$ cat config.mk
export PLATFORM = sky130hd
export DESIGN_NAME = ypt_back
export DESIGN_NICKNAME = d
export VERILOG_FILES = /design/src/design/ypt_pkg.sv /design/src/design/ypt_back.sv
export SDC_FILE = /design/constraint.sdc
export NUM_CORES = 2
export LEC_CHECK = 0
export ABC_CLOCK_PERIOD_IN_PS = 7950
export CAP_MARGIN = 25
export CORE_MARGIN = 4
export CORE_UTILIZATION = 30
export DETAILED_ROUTE_END_ITERATION = 8
export DONT_BUFFER_PORTS = 1
export PLACE_DENSITY = 0.48
export SLEW_MARGIN = 20
export SYNTH_ARGS = -nofsm -noshare
export SYNTH_HDL_FRONTEND = slang
export SYNTH_MEMORY_MAX_BITS = 65536
export SYNTH_SLANG_ARGS = --single-unit
$ cat constraint.sdc
create_clock -name i_clk -period 7.95 [get_ports i_clk]
set_input_delay 0.795 -clock i_clk [delete_from_list [all_inputs] [get_ports i_clk]]
set_output_delay 0.795 -clock i_clk [all_outputs]
set_load 0.05 [all_outputs]
$ cat src/design/ypt_pkg.sv
// Shared types, constants and the RGB to Y6 V5 U5 conversion for the
// YUV655 palette/tint pixel pipe. No dependencies.
package ypt_pkg;

    // Palette store geometry
    localparam int PALETTE_ENTRIES = 256;
    localparam int PAL_AW          = $clog2(PALETTE_ENTRIES);
    localparam logic [8:0] SLOT_LIMIT = 9'(PALETTE_ENTRIES);

    // Queue depths
    localparam int CMDQ_DEPTH = 4;
    localparam int CMDQ_AW    = $clog2(CMDQ_DEPTH);
    localparam int CMDQ_CW    = $clog2(CMDQ_DEPTH + 1);
    localparam int OQ_DEPTH   = 4;
    localparam int OQ_AW      = $clog2(OQ_DEPTH);
    localparam int OQ_CW      = $clog2(OQ_DEPTH + 1);

    // Special palette slot
    localparam logic [7:0]  FORCED_SLOT  = 8'd255;
    localparam logic [15:0] FORCED_ENTRY = 16'h7FFF;

    // Blend rounding term (same for all channels once the field shifts fold away)
    localparam logic [14:0] BLEND_RND = 15'd8;

    // Request types on the input item
    localparam logic REQ_WRITE = 1'b0;
    localparam logic REQ_PIXEL = 1'b1;

    // Register indexes (byte address / 4)
    localparam logic [2:0] REG_DIRECT_MODE = 3'd0;
    localparam logic [2:0] REG_TINT_RED    = 3'd1;
    localparam logic [2:0] REG_TINT_GREEN  = 3'd2;
    localparam logic [2:0] REG_TINT_BLUE   = 3'd3;
    localparam logic [2:0] REG_TINT_RATIO  = 3'd4;

    // Command kinds passed from front to back
    typedef logic [1:0] t_cmd_kind;
    localparam t_cmd_kind CMD_WRITE  = 2'd0;
    localparam t_cmd_kind CMD_LOOKUP = 2'd1;
    localparam t_cmd_kind CMD_DIRECT = 2'd2;

    typedef struct packed {
        t_cmd_kind          kind;
        logic               hit;    // lookup index inside the palette
        logic [PAL_AW-1:0]  addr;
        logic [15:0]        data;   // converted entry, or direct pixel
    } t_cmd;

    typedef struct packed {
        logic        direct_mode;
        logic [7:0]  ratio;
        logic [15:0] tint;          // tint color already in Y6 V5 U5
    } t_cfg;

    // Saturate a signed value to 0..255
    function automatic logic [7:0] clamp_byte(input logic signed [10:0] v);
        logic [7:0] res;
        if (v < 11'sd0) begin
            res = 8'd0;
        end else if (v > 11'sd255) begin
            res = 8'd255;
        end else begin
            res = v[7:0];
        end
        return res;
    endfunction

    // RGB to packed Y6 V5 U5; rnd adds the +1 / +3 rounding offsets
    function automatic logic [15:0] rgb_to_yuv655(input logic [7:0] r, input logic [7:0] g,
                                                 input logic [7:0] b, input logic rnd);
        logic [9:0]         ysum;
        logic signed [9:0]  du;
        logic signed [9:0]  dv;
        logic signed [9:0]  hu;
        logic signed [9:0]  hv;
        logic signed [10:0] yv;
        logic signed [10:0] uv;
        logic signed [10:0] vv;
        logic [7:0]         ys;
        logic [7:0]         us;
        logic [7:0]         vs;
        ysum = {1'b0, g, 1'b0} + {2'b00, r} + {2'b00, b};
        du   = $signed({2'b00, b}) - $signed({2'b00, g});
        dv   = $signed({2'b00, r}) - $signed({2'b00, g});
        // halve, truncating toward zero
        hu   = $signed(du + 10'(du[9])) >>> 1;
        hv   = $signed(dv + 10'(dv[9])) >>> 1;
        yv   = $signed({3'b000, ysum[9:2]}) + (rnd ? 11'sd1 : 11'sd0);
        uv   = $signed({hu[9], hu}) + 11'sd128 + (rnd ? 11'sd3 : 11'sd0);
        vv   = $signed({hv[9], hv}) + 11'sd128 + (rnd ? 11'sd3 : 11'sd0);
        ys   = clamp_byte(yv);
        us   = clamp_byte(uv);
        vs   = clamp_byte(vv);
        return {ys[7:2], vs[7:3], us[7:3]};
    endfunction

endpackage

$ cat src/design/ypt_back.sv
// Back stage: palette store, tint blend multipliers and the result queue.
// Depends on ypt_pkg; takes commands from ypt_cmd_q.
module ypt_back (
    input  logic             i_clk,
    input  logic             i_rst_n,
    input  logic             i_cmd_valid,
    input  ypt_pkg::t_cmd    i_cmd,
    output logic             o_cmd_pop,
    input  ypt_pkg::t_cfg    i_cfg,
    input  logic             i_pop,
    output logic             o_empty,
    output logic [15:0]      o_out_pixel
);
    import ypt_pkg::*;

    // Palette store, undefined until written
    logic [15:0]      r_pal [PALETTE_ENTRIES];
    logic [15:0]      r_pal_rd;

    // Execute stage
    logic             r_e_valid;
    logic             r_e_lookup;
    logic             r_e_hit;
    logic             r_e_pass;
    logic [15:0]      r_e_pix;
    logic [13:0]      r_py_a;
    logic [13:0]      r_py_b;
    logic [13:0]      r_pu_a;
    logic [13:0]      r_pu_b;
    logic [13:0]      r_pv_a;
    logic [13:0]      r_pv_b;

    // Result queue
    logic [15:0]      r_oq [OQ_DEPTH];
    logic [OQ_AW-1:0] r_oq_wp;
    logic [OQ_AW-1:0] r_oq_rp;
    logic [OQ_CW-1:0] r_oq_cnt;

    logic [7:0]       inv;
    logic [OQ_CW:0]   reserved;
    logic             oq_pop;
    logic [14:0]      sum_y;
    logic [14:0]      sum_u;
    logic [14:0]      sum_v;
    logic [15:0]      blend;
    logic [15:0]      result;

    // Take a command only while the result queue has room for it
    assign reserved  = (OQ_CW + 1)'(r_oq_cnt) + (OQ_CW + 1)'(r_e_valid);
    assign o_cmd_pop = i_cmd_valid && (reserved < (OQ_CW + 1)'(OQ_DEPTH));
    assign inv       = 8'd255 - i_cfg.ratio;

    // Palette store port: one write or one registered read per command
    always_ff @(posedge i_clk) begin
        if (o_cmd_pop && i_cmd.kind == CMD_WRITE) begin
            r_pal[i_cmd.addr] <= i_cmd.data;
        end
        if (o_cmd_pop && i_cmd.kind == CMD_LOOKUP) begin
            r_pal_rd <= r_pal[i_cmd.addr];
        end
    end

    // Execute stage valid
    always_ff @(posedge i_clk) begin
        if (!i_rst_n) begin
            r_e_valid <= 1'b0;
        end else begin
            r_e_valid <= o_cmd_pop && (i_cmd.kind != CMD_WRITE);
        end
    end

    // Blend products per channel, pixel weight and tint weight
    always_ff @(posedge i_clk) begin
        if (o_cmd_pop) begin
            r_e_lookup <= (i_cmd.kind == CMD_LOOKUP);
            r_e_hit    <= i_cmd.hit;
            r_e_pass   <= (i_cfg.ratio == 8'd0);
            r_e_pix    <= i_cmd.data;
            r_py_a     <= 14'(inv) * 14'(i_cmd.data[15:10]);
            r_py_b     <= 14'(i_cfg.ratio) * 14'(i_cfg.tint[15:10]);
            r_pu_a     <= 14'(inv) * 14'(i_cmd.data[4:0]);
            r_pu_b     <= 14'(i_cfg.ratio) * 14'(i_cfg.tint[4:0]);
            r_pv_a     <= 14'(inv) * 14'(i_cmd.data[9:5]);
            r_pv_b     <= 14'(i_cfg.ratio) * 14'(i_cfg.tint[9:5]);
        end
    end

    // Round and pick the field bits; each channel reduces to (a + b + 8) >> 8
    always_comb begin
        sum_y = 15'(r_py_a) + 15'(r_py_b) + BLEND_RND;
        sum_u = 15'(r_pu_a) + 15'(r_pu_b) + BLEND_RND;
        sum_v = 15'(r_pv_a) + 15'(r_pv_b) + BLEND_RND;
        blend = {sum_y[13:8], sum_v[12:8], sum_u[12:8]};
        if (r_e_lookup) begin
            result = r_e_hit ? r_pal_rd : 16'd0;
        end else if (r_e_pass) begin
            result = r_e_pix;
        end else begin
            result = blend;
        end
    end

    // Result queue control
    assign oq_pop      = i_pop && !o_empty;
    assign o_empty     = (r_oq_cnt == '0);
    assign o_out_pixel = r_oq[r_oq_rp];

    always_ff @(posedge i_clk) begin
        if (!i_rst_n) begin
            r_oq_wp  <= '0;
            r_oq_rp  <= '0;
            r_oq_cnt <= '0;
        end else begin
            if (r_e_valid) begin
                r_oq_wp <= (r_oq_wp == OQ_AW'(OQ_DEPTH - 1)) ? '0 : r_oq_wp + OQ_AW'(1);
            end
            if (oq_pop) begin
                r_oq_rp <= (r_oq_rp == OQ_AW'(OQ_DEPTH - 1)) ? '0 : r_oq_rp + OQ_AW'(1);
            end
            r_oq_cnt <= r_oq_cnt + OQ_CW'(r_e_valid) - OQ_CW'(oq_pop);
        end
    end

    // Result queue storage
    always_ff @(posedge i_clk) begin
        if (r_e_valid) begin
            r_oq[r_oq_wp] <= result;
        end
    end

endmodule

Word-level counts from Yosys, hierarchy flattened. Memories as Yosys holds them, arrays and structs flattened. A register that Yosys moved wholly into a read port is not among the register bits. Index checks and enable logic that the tools add are counted. W data, S select, Z words.

$add $sub $neg: 12. Multiply operators: 6. $lt $le $gt $ge: 1. Equality and inequality tests: 3. Multiplexer cells: 11. Reductions and logical operators: 10.

Operators with widths (number): $mul A8 B5 Y13 (4); $mux W16 (3); $mul A8 B6 Y14 (2); $add A13 B13 Y13 (2); $add A13 B4 Y13 const B (2); $add A14 B14 Y14 (1); $add A14 B4 Y14 const B (1); $logic_not A8 Y1 (1); $mux W2 (4); $sub A8 B8 Y8 const A (1); $logic_and A1 B1 Y1 (5); $add A2 B1 Y2 const B (2); $add A3 B1 Y4 (1); $eq A2 B2 Y1 const B (2); $lt A4 B3 Y1 const B (1); $mux W1 (4); $add A3 B1 Y3 (1); $logic_not A3 Y1 (1); $sub A3 B1 Y3 (1); $eq A2 B1 Y1 const B (1); $logic_not A2 Y1 (1); $reduce_bool A2 Y1 (1); $logic_not A1 Y1 (1).

Flip-flop bits (word level): 107. Memory bits (writable): 4160. Input port bits: 56. Output and inout port bits: 18. Word-level logic and storage cells: 59. Memories: 2.

Memories: r_pal (depth 256, bits a word 16, read ports 1, clocked after Yosys merged registers in 1, wr ports 1, RTL line ypt_back.sv:17) `logic [15:0] r_pal [PALETTE_ENTRIES];`; r_oq (depth 4, bits a word 16, read ports 1, clocked after Yosys merged registers in 1, wr ports 1, RTL line ypt_back.sv:34) `logic [15:0] r_oq [OQ_DEPTH];`.

Longest topological paths before layout.
Word-level depth: 6. Depth in mapped cells: 16. Depth with buffers taken out: 15.

Least setup slack after synthesis. Ideal clock, no wire load.

Path type: input to register. Start: input i_cfg[21] (netlist bit). End: register r_py_a[13], data pin. Setup time: 265 ps. Arrival time: 4303 ps. Required time: 7685 ps. Slack: 3382 ps. Stages on the path: 16. Buffers on the path: 1. Cell sequence: clkbuf_1 nor2b_1 fa_1 inv_1 fa_1 fa_1 inv_1 ha_1 nor2b_1 o21ai_0 a21boi_0 o21a_1 nor2_1 o21a_1 nor4bb_1 or3_1.

Word-level cells in the longest chain between the ends: 2.

Ends and longest elaborated chain: from (decl) (RTL line ypt_back.sv:9) `input ypt_pkg::t_cfg i_cfg,`; $sub A8 B8 Y8 (RTL line ypt_back.sv:51) `assign inv = 8'd255 - i_cfg.ratio;`; $mul A8 B6 Y14 (RTL line ypt_back.sv:79) `r_py_a <= 14'(inv) * 14'(i_cmd.data[15:10]);`; to (signal assigned) (RTL line ypt_back.sv:79); to (decl) (RTL line ypt_back.sv:26) `logic [13:0] r_py_a;`.

Every way passes these cells. A chain may end at the register's enable or synchronous reset.

==> results by group <==
Synth
  – Post-Synthesis Cells: 7869
  – Most used DFF post-synth: edfxtp_1
  – Cell Area, Synth: 172000 sq um
  – Post-synthesis async set-or-reset flop share: 0%
  – Synth warn: 0
  – Sequential element share of the synthesized area: 74.8%
  – Yosys cell types: 62
  – Syn Area/Cell: 21.8 sq um
  – EDFF count, synth: 4275
  – Total nets after synthesis: 8249
  – Seq cells post-synth: 4285

Cells and area
  – Layout area overhead: 15.4%
  – Post-layout nets: 8677
  – Share of cells above drive strength 1: 27.7%

Setup path
  – Reg2reg start: r_oq_cnt[1]
  – Worst r2r path cells: 9
  – CP endpoint kind: flop
  – R2R Setup Slk: 3400 ps
  – WP data arrival: 6550 ps
  – CP dominant cell by count: buf_16
  – Critical Path Source: i_cmd[17]
  – CP delay by family, top: buffers and inverters
  – Startpoint types: input pin
  – Crit Path Max Fanout: 135
  – Max stage delay on crit path: 710 ps
  – Worst EP required: 8690 ps
  – Crit Path Category: input pin to flop
  – FF-to-FF End: r_pal[29][6]
  – CP max stage cell: o21ai_0
  – WP buf/inv: 5
  – Crit path cell chain: buf_16 > buf_16 > buf_16 > buf_16 > buf_16 > mux4_2 > a22o_1 > a221oi_1 > o22ai_1 > o21ai_0 > o211a_1 > nand3_1

Floorplanning
  – Die Span X: 765 um
  – Die Ht: 765 um
  – Top Ports: 74
  – Std-Cell Rows: 277
  – Die area: 585000 sq um
  – CORE AREA: 570000 sq um
  – Initial Util: 30.2%

Global routing
  – Global-route wire length before repair: 691000 um
  – M2 GR Usage: 27.0%
  – Antenna violations before repair: 26
  – Routing usage on met1: 23.2%
  – M3 GR Usage: 3.05%
  – Gr usage total: 16.7%
  – Global routing's busiest layer: met2
  – Grt ovf: 0
  – Largest net degree at the start of global routing: 278
  – Vias in the first global route: 84500

Timing
  – RSZ-0062 raised after global routing: false
  – Max Clock Freq: 0.172 GHz
  – Final setup viols: 0
  – Tightest Pin Transition: 1670 ps
  – Rel. slew slack: -11.4%
  – Fin crit period: 5810 ps
  – Slew Limit Fails: 49
  – Setup Total Neg Slack: 0 ps
  – Final Hold Viols: 0
  – Tcrit/Tclk final: 73.1%
  – Max Clock Skew: 117 ps
  – Hold Slack: 119 ps

Worst hold path
  – Min-delay src: i_cmd[25]
  – Hold EP: r_e_lookup
  – Min-delay worst type: input pin to flop
  – Hold-critical path depth: 1

Placed design
  – Placed wire-length estimate: 275000 um
  – IO buf count: 0
  – GPL Wtd Cong: 0.805

Detailed routing
  – DR iter-0 viols: 8974
  – Via count: 82700
  – WL final: 502000 um
  – Initial DRT Pass Iterations: 5
  – # DRC: 0
  – Wirelength per Cell: 30.9 um
  – Routed Antenna Nets: 0
  – Vias/cell: 5.10

Clock network
  – CTS clk-pin slew, worst paths: 60 ps
  – CTS Buf Count: 445
  – Clock root buffer: clkbuf_16
  – TritonCTS clock tree: done
  – Maximum root-to-sink buffer count: 4
  – Sink Count: 4285
  – Worst-Skew Late Latency: 1030 ps
  – H-tree depth: 5
  – Post-CTS Resized: 0

Flow run
  – Max cap viols: 0

Power
  – Power Dens Cells: 251 nW/um^2
  – Pleak: 62.4 nW
  – Maximum VDD drop: 214 uV

Run status
  – Failing checks: max-slew violations
  – Status: complete, but fails checks
## synthesized netlist by cell type, drive strengths merged (93+ instances only)
cell type / n / share of area, %
clkbuf: 171 / 0.37
inv: 208 / 0.45
edfxtp: 4275 / 75
mux2i: 158 / 0.92
fa: 123 / 1.4
buf: 224 / 0.80
nor2b: 105 / 0.38
ha: 201 / 1.5
and2: 93 / 0.34
nand2: 156 / 0.34
mux4: 1165 / 15
nor2: 307 / 0.67
## worst max path at each step
stage | to | slack, ps | cells past startpoint
finish | r_pal_rd[4] | 2140 | 12
detailed placement | r_pal_rd[9] | 1310 | 11
CTS | r_pal_rd[9] | 2400 | 11
floorplan | r_py_a[13] | 3380 | 16
global placement | r_pal_rd[9] | 180 | 11
global route | r_pal_rd[9] | 2070 | 15
## power by group
part | total, mW | switching (mW) | leakage, nW | internal [mW]
Combinational | 4.10 | 2.46 | 16.9 | 1.64
Clock | 20.3 | 8.83 | 6.89 | 11.5
Sequential | 25.4 | 0.122 | 38.6 | 25.2
Total | 49.8 | 11.4 | 62.4 | 38.3
## cell families (layout without fill, tap and decap cells)
group	Yosys count	after routing	share of synthesized area, %
buf+inv	603	1401	1.63
mux	1326	1326	16.2
fa+ha+maj	324	324	2.90
compound gates	459	459	1.89
simple gates	802	802	2.23
xor+xnor	70	70	0.357
flops	4285	4285	74.8
other cells	0	23	0
## final cells by class
| cell class | count | area (sq um) |
|---|---|---|
| fillers | 52500 | 372000 |
| flip-flops and latches | 4285 | 129000 |
| inverters | 208 | 783 |
| well taps | 7533 | 9430 |
| clock buffers | 534 | 11500 |
| repair buffers | 376 | 3980 |
| diodes | 23 | 57.6 |
| multi-input cells | 2981 | 41500 |
| clock inverters | 283 | 2560 |
## state kept, by name, summed over array words and instances (netlist names), 14 cells and up, named ones only
register	cells
r_e_pix	16
r_oq	64
r_pal	4096
r_pal_rd	16
r_py_a	14
r_py_b	14
## through the flow
step | cells | total power, mW | util [%] | cell area (sq um) | setup WS (ps)
floorplan | 7869 | 28.5 | - | 172000 | 3380
global placement | 15300 | 29.8 | 32.0 | 182000 | 179
detailed placement | 15300 | 29.8 | 32.2 | 183000 | 1310
CTS | 16200 | 50.3 | 34.7 | 198000 | 2400
global route | 16200 | 51.6 | 34.8 | 198000 | 2070
finish | 16200 | 49.8 | 34.8 | 198000 | 2140
## layout by cell type (no fill, tap or decap), drive strengths merged, types with 93 or more instances in the layout
| master | n |
|---|---|
| clkinv | 224 |
| mux2i | 158 |
| nor2b | 105 |
| fa | 123 |
| ha | 201 |
| mux4 | 1165 |
| clkbuf | 535 |
| nor2 | 307 |
| and2 | 93 |
| inv | 221 |
| nand2 | 156 |
| edfxtp | 4275 |
| buf | 350 |
## routing by layer
metal  vias to the layer above  share of wire (%)
met1                     45600                 43
met3                       663                6.9
met2                      2741                 47
met5                         -                  0
li1                      33700                  -
met4                         0                3.0
## worst reg2reg max path, cell delays in order, from the launching register on
cell and delay [ps]:
dfxtp_1 350, or2_2 340, a21oi_1 130, o21ai_0 100, buf_4 190, nor3_2 110, buf_4 640, nand3_2 990
nor2_1 1080, buf_4 360
## repair_timing
item	in CTS	in global routing
hold endpoints to repair	361	93
hold buffers	33	5
setup buffers	0	0
setup endpoints to repair	0	0
(Power assumes the default switching activity.)
