===== src/design/ypt_pkg.sv =====
// Shared types, constants and the RGB to Y6 V5 U5 conversion for the
// YUV655 palette/tint pixel pipe. No dependencies.
package ypt_pkg;

    // Palette store geometry
    localparam int PALETTE_ENTRIES = 256;
    localparam int PAL_AW          = $clog2(PALETTE_ENTRIES);
    localparam logic [8:0] SLOT_LIMIT = 9'(PALETTE_ENTRIES);

    // Queue depths
    localparam int CMDQ_DEPTH = 4;
    localparam int CMDQ_AW    = $clog2(CMDQ_DEPTH);
    localparam int CMDQ_CW    = $clog2(CMDQ_DEPTH + 1);
    localparam int OQ_DEPTH   = 4;
    localparam int OQ_AW      = $clog2(OQ_DEPTH);
    localparam int OQ_CW      = $clog2(OQ_DEPTH + 1);

    // Special palette slot
    localparam logic [7:0]  FORCED_SLOT  = 8'd255;
    localparam logic [15:0] FORCED_ENTRY = 16'h7FFF;

    // Blend rounding term (same for all channels once the field shifts fold away)
    localparam logic [14:0] BLEND_RND = 15'd8;

    // Request types on the input item
    localparam logic REQ_WRITE = 1'b0;
    localparam logic REQ_PIXEL = 1'b1;

    // Register indexes (byte address / 4)
    localparam logic [2:0] REG_DIRECT_MODE = 3'd0;
    localparam logic [2:0] REG_TINT_RED    = 3'd1;
    localparam logic [2:0] REG_TINT_GREEN  = 3'd2;
    localparam logic [2:0] REG_TINT_BLUE   = 3'd3;
    localparam logic [2:0] REG_TINT_RATIO  = 3'd4;

    // Command kinds passed from front to back
    typedef logic [1:0] t_cmd_kind;
    localparam t_cmd_kind CMD_WRITE  = 2'd0;
    localparam t_cmd_kind CMD_LOOKUP = 2'd1;
    localparam t_cmd_kind CMD_DIRECT = 2'd2;

    typedef struct packed {
        t_cmd_kind          kind;
        logic               hit;    // lookup index inside the palette
        logic [PAL_AW-1:0]  addr;
        logic [15:0]        data;   // converted entry, or direct pixel
    } t_cmd;

    typedef struct packed {
        logic        direct_mode;
        logic [7:0]  ratio;
        logic [15:0] tint;          // tint color already in Y6 V5 U5
    } t_cfg;

    // Saturate a signed value to 0..255
    function automatic logic [7:0] clamp_byte(input logic signed [10:0] v);
        logic [7:0] res;
        if (v < 11'sd0) begin
            res = 8'd0;
        end else if (v > 11'sd255) begin
            res = 8'd255;
        end else begin
            res = v[7:0];
        end
        return res;
    endfunction

    // RGB to packed Y6 V5 U5; rnd adds the +1 / +3 rounding offsets
    function automatic logic [15:0] rgb_to_yuv655(input logic [7:0] r, input logic [7:0] g,
                                                 input logic [7:0] b, input logic rnd);
        logic [9:0]         ysum;
        logic signed [9:0]  du;
        logic signed [9:0]  dv;
        logic signed [9:0]  hu;
        logic signed [9:0]  hv;
        logic signed [10:0] yv;
        logic signed [10:0] uv;
        logic signed [10:0] vv;
        logic [7:0]         ys;
        logic [7:0]         us;
        logic [7:0]         vs;
        ysum = {1'b0, g, 1'b0} + {2'b00, r} + {2'b00, b};
        du   = $signed({2'b00, b}) - $signed({2'b00, g});
        dv   = $signed({2'b00, r}) - $signed({2'b00, g});
        // halve, truncating toward zero
        hu   = $signed(du + 10'(du[9])) >>> 1;
        hv   = $signed(dv + 10'(dv[9])) >>> 1;
        yv   = $signed({3'b000, ysum[9:2]}) + (rnd ? 11'sd1 : 11'sd0);
        uv   = $signed({hu[9], hu}) + 11'sd128 + (rnd ? 11'sd3 : 11'sd0);
        vv   = $signed({hv[9], hv}) + 11'sd128 + (rnd ? 11'sd3 : 11'sd0);
        ys   = clamp_byte(yv);
        us   = clamp_byte(uv);
        vs   = clamp_byte(vv);
        return {ys[7:2], vs[7:3], us[7:3]};
    endfunction

endpackage


===== src/design/ypt_cmd_q.sv =====
// Short command queue between the front and back stages.
// Depends on ypt_pkg.
module ypt_cmd_q (
    input  logic             i_clk,
    input  logic             i_rst_n,
    input  logic             i_push,
    input  ypt_pkg::t_cmd    i_cmd,
    output logic             o_full,
    input  logic             i_pop,
    output logic             o_valid,
    output ypt_pkg::t_cmd    o_cmd
);
    import ypt_pkg::*;

    t_cmd               r_mem [CMDQ_DEPTH];
    logic [CMDQ_AW-1:0] r_wp;
    logic [CMDQ_AW-1:0] r_rp;
    logic [CMDQ_CW-1:0] r_cnt;

    assign o_full  = (r_cnt == CMDQ_CW'(CMDQ_DEPTH));
    assign o_valid = (r_cnt != '0);
    assign o_cmd   = r_mem[r_rp];

    // Pointers and fill count
    always_ff @(posedge i_clk) begin
        if (!i_rst_n) begin
            r_wp  <= '0;
            r_rp  <= '0;
            r_cnt <= '0;
        end else begin
            if (i_push) begin
                r_wp <= (r_wp == CMDQ_AW'(CMDQ_DEPTH - 1)) ? '0 : r_wp + CMDQ_AW'(1);
            end
            if (i_pop) begin
                r_rp <= (r_rp == CMDQ_AW'(CMDQ_DEPTH - 1)) ? '0 : r_rp + CMDQ_AW'(1);
            end
            r_cnt <= r_cnt + CMDQ_CW'(i_push) - CMDQ_CW'(i_pop);
        end
    end

    // Entry storage
    always_ff @(posedge i_clk) begin
        if (i_push) begin
            r_mem[r_wp] <= i_cmd;
        end
    end

endmodule


===== config.mk =====
export PLATFORM = sky130hd
export DESIGN_NAME = ypt_cmd_q
export DESIGN_NICKNAME = d
export VERILOG_FILES = /design/src/design/ypt_pkg.sv /design/src/design/ypt_cmd_q.sv
export SDC_FILE = /design/constraint.sdc
export NUM_CORES = 1
export LEC_CHECK = 0
export ABC_AREA = 1
export BUFFER_PORTS_ARGS = -buffer_cell sky130_fd_sc_hd__buf_4
export CAP_MARGIN = 20
export CORE_MARGIN = 2
export CORE_UTILIZATION = 45
export CTS_CLUSTER_SIZE = 40
export DETAILED_ROUTE_END_ITERATION = 6
export SYNTH_ARGS = -nofsm -noshare
export SYNTH_HDL_FRONTEND = slang
export SYNTH_SLANG_ARGS = --single-unit
export TNS_END_PERCENT = 5

===== constraint.sdc =====
create_clock -name i_clk -period 1.8 [get_ports i_clk]
set_input_delay 0.27 -clock i_clk [delete_from_list [all_inputs] [get_ports i_clk]]
set_output_delay 0.27 -clock i_clk [all_outputs]
set_load 0.05 [all_outputs]

Word-level counts from Yosys, hierarchy flattened
Memories as Yosys holds them, arrays and structs flattened. A register that Yosys moved wholly into a read port is not among the register bits.
Cells that the tools add are included.
{"block": "word_totals", "mem_count": 1, "ram_bits": 108, "word_cells": 18, "in_bits": 31, "output_inout_bits": 29, "reg_bits": 7}
{"memory": "r_mem", "words": 4, "word_bits": 27, "rd": 1, "rd_clocked_by_memory_dff": 1, "wr": 1, "line": "ypt_cmd_q.sv:15", "rtl": "t_cmd r_mem [CMDQ_DEPTH];"}
{"block": "classes", "n_addsub": 4, "reduce_logical": 1, "muxes": 6, "n_eq_ne": 3}
{"op": "$mux 2", "n": 4}
{"op": "$add 2x1->2 const B", "n": 2}
{"op": "$eq 2x2->1 const B", "n": 2}
{"op": "$add 3x1->3", "n": 1}
{"op": "$eq 3x3->1 const B", "n": 1}
{"op": "$reduce_bool 3->1", "n": 1}
{"op": "$sub 3x1->3", "n": 1}
{"op": "$mux 1", "n": 2}

Logic depth before layout (Yosys ltp)
Gate-level depths: netlist of run 1.
{"block": "depth", "ltp_word": 4, "ltp_mapped": 8, "ltp_nobuf": 8}

Least setup slack after synthesis of run 1
OpenSTA, ideal clock, no wires.
{"block": "synth_path", "path_type": "register to register", "startpoint": "register r_wp[0]", "endpoint": "memory r_mem[2][0] (netlist name) (enable)", "t_required_ps": 1418, "arrival_ps": 1122, "stages_incl_launch_ff": 5, "path_slack_ps": 296, "cell_sequence": "dfxtp_1 inv_1 ha_1 nand2_1 inv_1"}
{"element": "start: declaration", "line": "ypt_cmd_q.sv:16", "rtl": "logic [CMDQ_AW-1:0] r_wp;"}
{"element": "start signal: assignment", "line": "ypt_cmd_q.sv:32", "rtl": "r_wp <= (r_wp == CMDQ_AW'(CMDQ_DEPTH - 1)) ? '0 : r_wp + CMDQ_AW'(1);"}
{"element": "end: declaration", "line": "ypt_cmd_q.sv:15"}
Straight into the memory's write port.

==> results of run 1 <==
-- stage by stage --
step                      worst slack, ns   util  setup TNS, ns  cells  area (µm²)
after global routing               -0.139  0.627          -2.93    627        6470
after detailed placement            0.240  0.528              0    564        5450
after global placement              0.257  0.528              0    564        5450
final                             -0.0704  0.627         -0.428    627        6470
after CTS                         -0.0864  0.623          -1.07    627        6430
after floorplan                     0.296      -              0    374        4800
-- worst min-delay path, stage by stage --
cell	delay [ns]
buf_4	0.12
nand2_1	0.06
a21oi_1	0.06
-- what timing repair did --
item	CTS	global route
pin swaps	3	6
hold buffers	28	0
setup buffers	2	0
gates cloned	1	0
resized for setup	41	12
hold endpoints to repair	110	0
endpoints found under the setup margin	27	27
-- flip-flops by register name, indices dropped and copies added, names as in the netlist, named ones only --
register,cells
r_cnt,3
r_mem,108
r_rp,2
r_wp,2
-- cells by family (layout without fill, tap and decap cells) --
family,count (synthesis),after routing,synth area share
AND/OR/NAND/NOR,75,75,0.0594
buffers and inverters,88,205,0.0805
flip-flops,117,117,0.712
XOR/XNOR,1,1,0.00182
AO/OA/AOI/OAI,85,85,0.123
adder cells (fa/ha/maj),8,8,0.0224
-- path summary, 6_finish.rpt --
check | endpoint | start
setup / recovery | o_cmd[17] | register
hold / removal | register | i_pop
setup reg to reg | r_cnt[2]$_SDFF_PN0_ | r_cnt[0]$_SDFF_PN0_
hold reg to reg | register | r_rp[0]$_SDFFE_PN0P_
-- final cells by class --
cell class,count,share of cell area
timing repair buffer,104,0.158
tap,136,0.0263
multi-input combinational,169,0.162
clock buffer,20,0.0658
sequential,117,0.530
clock inverter,12,0.0174
inverter,69,0.0400
-- power by group through the flow --
| stage | Clock, W | Sequential [W] | Combinational, W |
|---|---|---|---|
| after detailed placement | 0 | 0.00323 | 0.00114 |
| final | 0.00301 | 0.00317 | 0.00129 |
| after global placement | 0 | 0.00322 | 0.00113 |
| after global routing | 0.00321 | 0.00319 | 0.00139 |
| after floorplan | 0 | 0.00321 | 0.000785 |
| after CTS | 0.00308 | 0.00317 | 0.00130 |
-- layer usage --
metal  vias to the layer above  GRT usage  routed length, µm
li1                       1490          -                  -
met1                      1353      0.208               4000
met2                        56      0.248               4050
met3                         6     0.0515                292
met4                         0     0.0604                 64
met5                         -          0                  0
-- layout by cell type, fill, tap and decap left out, types with 2 or more instances in the layout --
cell and n:
nand2_1 63, a21oi_1 17, buf_12 4, o21ai_1 9
edfxtp_1 108, nor2_1 7, clkinvlp_4 2, o21ai_0 19
buf_6 27, nand2_2 2, o211ai_2 20, dfxtp_4 2
buf_4 44, bufinv_16 2, dfxtp_1 7, nand3_1 2
clkinv_1 2, ha_1 7, a21oi_2 13, dlygate4sd3_1 28
inv_1 69, clkbuf_16 16, clkinv_2 6, o211ai_1 7
clkbuf_1 3
==> out/summary.txt, run 1 <==
Syn Area/Cell - 12.8 µm²
worst-path fanout max - 44
R2R cell count - 7
DR DRC count - 0
Max Transition Viols Final - 0
Area Overhead vs Synth - 34.6%
switching share of power - 0.260
Setup-failing EPs final - 18
Final min period - 1.87 ns
Hold Fails Final Rpt - 0
CTS sink cnt - 117
sequential area share after synthesis - 0.712
synth top area cells - edfxtp_1 (68%), inv_1 (5.4%), o211ai_2 (5.2%)
Root Driver - clkbuf_8
fillers - 791
Hold/Removal Path Class - in -> reg
post-DR vias/cell - 4.63
first-pass GRT wire length - 13,600 µm
worst-skew pair later-pin latency - 0.50 ns
Avg WL per Cell - 13.4 µm
RSZ-0062 raised after global routing - yes
TritonCTS Buffers - 17
cell count along the critical path - 5
most common cell in the netlist - edfxtp_1
cell family with most CP delay - flip-flops
DIE WIDTH - 107 µm
Final period util - 1.04
drt initial violations - 150
Crit Path Class - reg -> out
DP HPWL - 5030 µm
failing checks - negative setup slack
Final Power - 0.00748 W
count of state elements after synthesis - 117
pin count of the biggest net entering global routing - 45
routability cong. - 0.681
die area - 0.0115 mm²
startpoint types - register
logic gate share of total power - 0.173
Buffers on Ports - 59
H-Tree Depth - 4
cell chain of the critical path - buf_12 -> a21oi_1 -> o21ai_0 -> nand2_1 -> buf_6
Longest Clk Path Bufs - 2
Primary FF master, synth - edfxtp_1
IO Pins - 60
Final ANT Viol Nets - 0
layout cells sized above 1 - 0.285
Cells after Synth - 374
grt ovf - 0
area of the multi-input gates - 0.00105 mm²
DR pass1 iterations - 5
number of core rows - 37
Final Skew - 0.00958 ns
WP buf/inv - 2
largest stage delay on the critical path - 0.37 ns
CTS tree - yes
status - finished, violations left
Slew @ Worst Pin - 0.288 ns
GRT Util Overall - 0.159
n_diodes - 0
Register Area - 0.00343 mm²
Max-cap violations - 0
switching power - 0.00195 W
Warnings, synthesis - 0
cell taking the most area after synthesis - edfxtp_1
clock slew at reported path FFs - 0.05 ns
Initial Util - 0.465
PwrDens - 1160 mW/mm²
Core Box Area - 0.0103 mm²
via count - 2,905
Synth cell types - 19
share of the synthesized area in the top cell type - 0.675
min setup slack post-route - -0.0704 ns
worst hold path cell count - 3
Nets - 517
Clock power frac - 0.403
vias in the first global route - 2,815
routed wire length - 8410 µm
relative slew slack - 0.808
ys async rst share - 0
Mapped Area - 0.00480 mm²
Synth Net Count - 413
DIE HEIGHT - 107 µm
reg-to-reg slack, setup - 0.27 ns
antenna violations before repair - 0
slowest cell on the critical path - dfxtp_4
Worst Path Arrival - 1.60 ns
fmax - 535 MHz
critical path endpoint category - output pin
hold_ws - 0.0573 ns
Data required, critical path - 1.53 ns
maximum vdd drop - 0.643 mV
Pleak - 2.61 nW
most frequent cells after synthesis - edfxtp_1 (108), inv_1 (69), nand2_1 (65)
sequential group share of total power - 0.424
Post-synth EDFFs - 108
Internal - 0.00553 W
(Power assumes the default switching activity.)
==> inputs of run 2 (changes only) <==
--- a/config.mk
+++ b/config.mk
@@ -8,7 +8,7 @@
 export ABC_AREA = 1
 export BUFFER_PORTS_ARGS = -buffer_cell sky130_fd_sc_hd__buf_4
 export CAP_MARGIN = 20
-export CORE_MARGIN = 2
+export CORE_MARGIN = 4
 export CORE_UTILIZATION = 45
 export CTS_CLUSTER_SIZE = 40
 export DETAILED_ROUTE_END_ITERATION = 6
==> run 2 against run 1 <==
The run still ends with negative setup slack left. Sequential power is essentially flat. Largest cell class unchanged. Critical endpoint is now o_cmd[19]. Utilization increased by 1.6 points. Clock skew is 0.0017 ns lower. Register-to-register slack gained 0.02 ns. Design area rose by 3.0%. Critical path depth unchanged. Highest routed layer unchanged. Worst hold slack better by 0.0047 ns. Via count up 3.3%.
==> out/summary.txt, run 2 (synthesis gave the netlist of run 1 again) <==
area of the multi-input gates - 0.00108 mm² (+3.5%)
HP Start - i_pop
Nets - 525 (+1.5%)
Hold Fails Final Rpt - 0 (unchanged)
Root Driver - clkbuf_8
post-DR vias/cell - 4.73 (+2.0%)
logic gate share of total power - 0.183 (+0.010)
Avg WL per Cell - 15.0 µm (+12%)
met3 Use GR - 0.0511 (-0.000366)
most frequent cells in the layout - edfxtp_1 (108), inv_1 (69), nand2_1 (59)
most common cell after layout, fill and taps aside - edfxtp_1
switching share of power - 0.278 (+0.0179)
switching power - 0.00211 W (+8.6%)
H-Tree Depth - 4 (unchanged)
Final ANT Viol Nets - 0 (unchanged)
worst hold path cell count - 3 (unchanged)
Final period util - 1.07 (+0.0277)
fmax - 521 MHz (-2.6%)
dpl cells - 563 (-0.18%)
Internal - 0.00549 W (-0.89%)
CTS sink cnt - 117 (unchanged)
RSZ-0062 raised after global routing - yes
TritonCTS Buffers - 17 (unchanged)
Clock power frac - 0.400 (-0.003)
grt ovf - 0 (unchanged)
Final Skew - 0.00787 ns (-0.00171 ns)
pin count of the biggest net entering global routing - 41 (-8.9%)
sequential group share of total power - 0.417 (-0.007)
number of core rows - 37 (unchanged)
worst-skew pair later-pin latency - 0.50 ns (about the same)
post-route non-filler standard cell count - 635 (+1.3%)
Data required, critical path - 1.53 ns (about the same)
DIE WIDTH - 111 µm (+3.7%)
drt initial violations - 170 (+13%)
n_diodes - 0 (unchanged)
Pleak - 2.69 nW (+2.9%)
Max-cap violations - 0 (unchanged)
R2R cell count - 7 (unchanged)
reg-to-reg slack, setup - 0.29 ns (+0.02 ns)
fillers - 798 (+0.88%)
grt met2 use - 0.241 (-0.00734)
DP HPWL - 5200 µm (+3.3%)
vias in the first global route - 2,936 (+4.3%)
critical path endpoint category - output pin
Initial Util - 0.463 (-0.00208)
relative slew slack - 0.816 (+0.00805)
first-pass GRT wire length - 14,300 µm (+4.7%)
routability cong. - 0.742 (+9.0%)
PwrDens - 1140 mW/mm² (-1.4%)
Area Overhead vs Synth - 38.6%
DR DRC count - 0 (unchanged)
clock slew at reported path FFs - 0.06 ns (about the same)
hold_ws - 0.0620 ns (+0.00470 ns)
GRT Util Overall - 0.146 (-0.0127)
die area - 0.0124 mm² (+7.6%)
maximum vdd drop - 0.695 mV (+8.2%)
Longest Clk Path Bufs - 2 (unchanged)
reg2reg end - r_cnt[2]$_SDFF_PN0_
max reg flops - 108 (unchanged)
Hold/Removal Path Class - in -> reg
layout cells sized above 1 - 0.323 (+0.0375)
Max Transition Viols Final - 0 (unchanged)
min setup slack post-route - -0.120 ns (-0.0498 ns)
status - finished, violations left
Core Box Area - 0.0104 mm² (+0.45%)
worst-path fanout max - 8 (-82%)
DIE HEIGHT - 111 µm (+3.7%)
Register Area - 0.00343 mm² (about the same)
biggest regs - r_mem: 108 flops, r_cnt: 3 flops
startpoint types - register
r2r startpoint - r_cnt[0]$_SDFF_PN0_
Final Core Density - 0.642 (+0.0158)
Worst Path Arrival - 1.65 ns (+0.05 ns)
M1 GR Usage - 0.182 (-0.0260)
Final min period - 1.92 ns (+0.0498 ns)
Slew @ Worst Pin - 0.276 ns (-0.0121 ns)
Biggest register - r_mem
routed wire length - 9540 µm (+13%)
CTS tree - yes
DR pass1 iterations - 4 (-1)
Top Usage Layer GRT - met2
IO Pins - 60 (unchanged)
Setup-failing EPs final - 24 (+6)
failing checks - negative setup slack
via count - 3,001 (+3.3%)
Crit Path Class - reg -> out
antenna violations before repair - 0 (unchanged)
Buffers on Ports - 59 (unchanged)
-- run 2: final cells by class --
type                            count  area share
Clock inverter                     15      0.0199
Multi-Input combinational cell    169       0.163
Timing Repair Buffer              112       0.176
Inverter                           69      0.0389
Clock buffer                       17      0.0622
Tap cell                          136      0.0255
Sequential cell                   117       0.515
-- run 2: repair_timing --
item                                   in CTS  in global routing
buffers inserted                            1                  4
endpoints found under the hold margin     110                  0
pin swaps                                   2                 32
gates resized for setup                    34                 43
setup endpoints to repair                  26                 27
gates cloned                                0                  7
hold buffers                               28                  0
-- run 2: worst max path at each step --
stage	from	end	slack, ns	cells past startpoint
global route	register	o_cmd[19]	-0.19	6
global placement	i_pop	r_cnt[2]$_SDFF_PN0_	0.27	7
detailed placement	i_pop	r_cnt[2]$_SDFF_PN0_	0.25	7
floorplan	r_wp[0]$_SDFFE_PN0P_	r_mem[2][0]$_DFFE_PP_	0.30	4
CTS	register	o_cmd[10]	-0.08	5
finish	register	o_cmd[19]	-0.12	5
-- run 2: layer usage --
layer,up-vias,wire length [µm]
met5,-,0
met2,59,4780
met4,0,89
met1,1423,4310
li1,1511,-
met3,8,359
-- run 2: power by group through the flow --
stage | logic (W) | clock network, W | registers, W
CTS | 0.00128 | 0.00311 | 0.00317
global route | 0.00149 | 0.00325 | 0.00318
finish | 0.00139 | 0.00304 | 0.00317
global placement | 0.00113 | 0 | 0.00323
detailed placement | 0.00114 | 0 | 0.00323
floorplan | 0.000785 | 0 | 0.00321
-- run 2: through the flow --
step,TNS (ns),instance area [µm²],worst slack (ns),power [W]
after floorplan,0,4800,0.296,0.00399
after global placement,0,5440,0.266,0.00435
after detailed placement,0,5440,0.246,0.00437
after CTS,-1.29,6380,-0.0795,0.00755
after global routing,-3.85,6660,-0.191,0.00792
final,-1.53,6660,-0.120,0.00760
-- run 2: worst max-delay path: stages, from the launching register on --
cell       delay, ns
dfxtp_4         0.38
buf_8           0.15
clkbuf_16       0.16
o211ai_1        0.18
nand2_1         0.12
buf_6           0.17
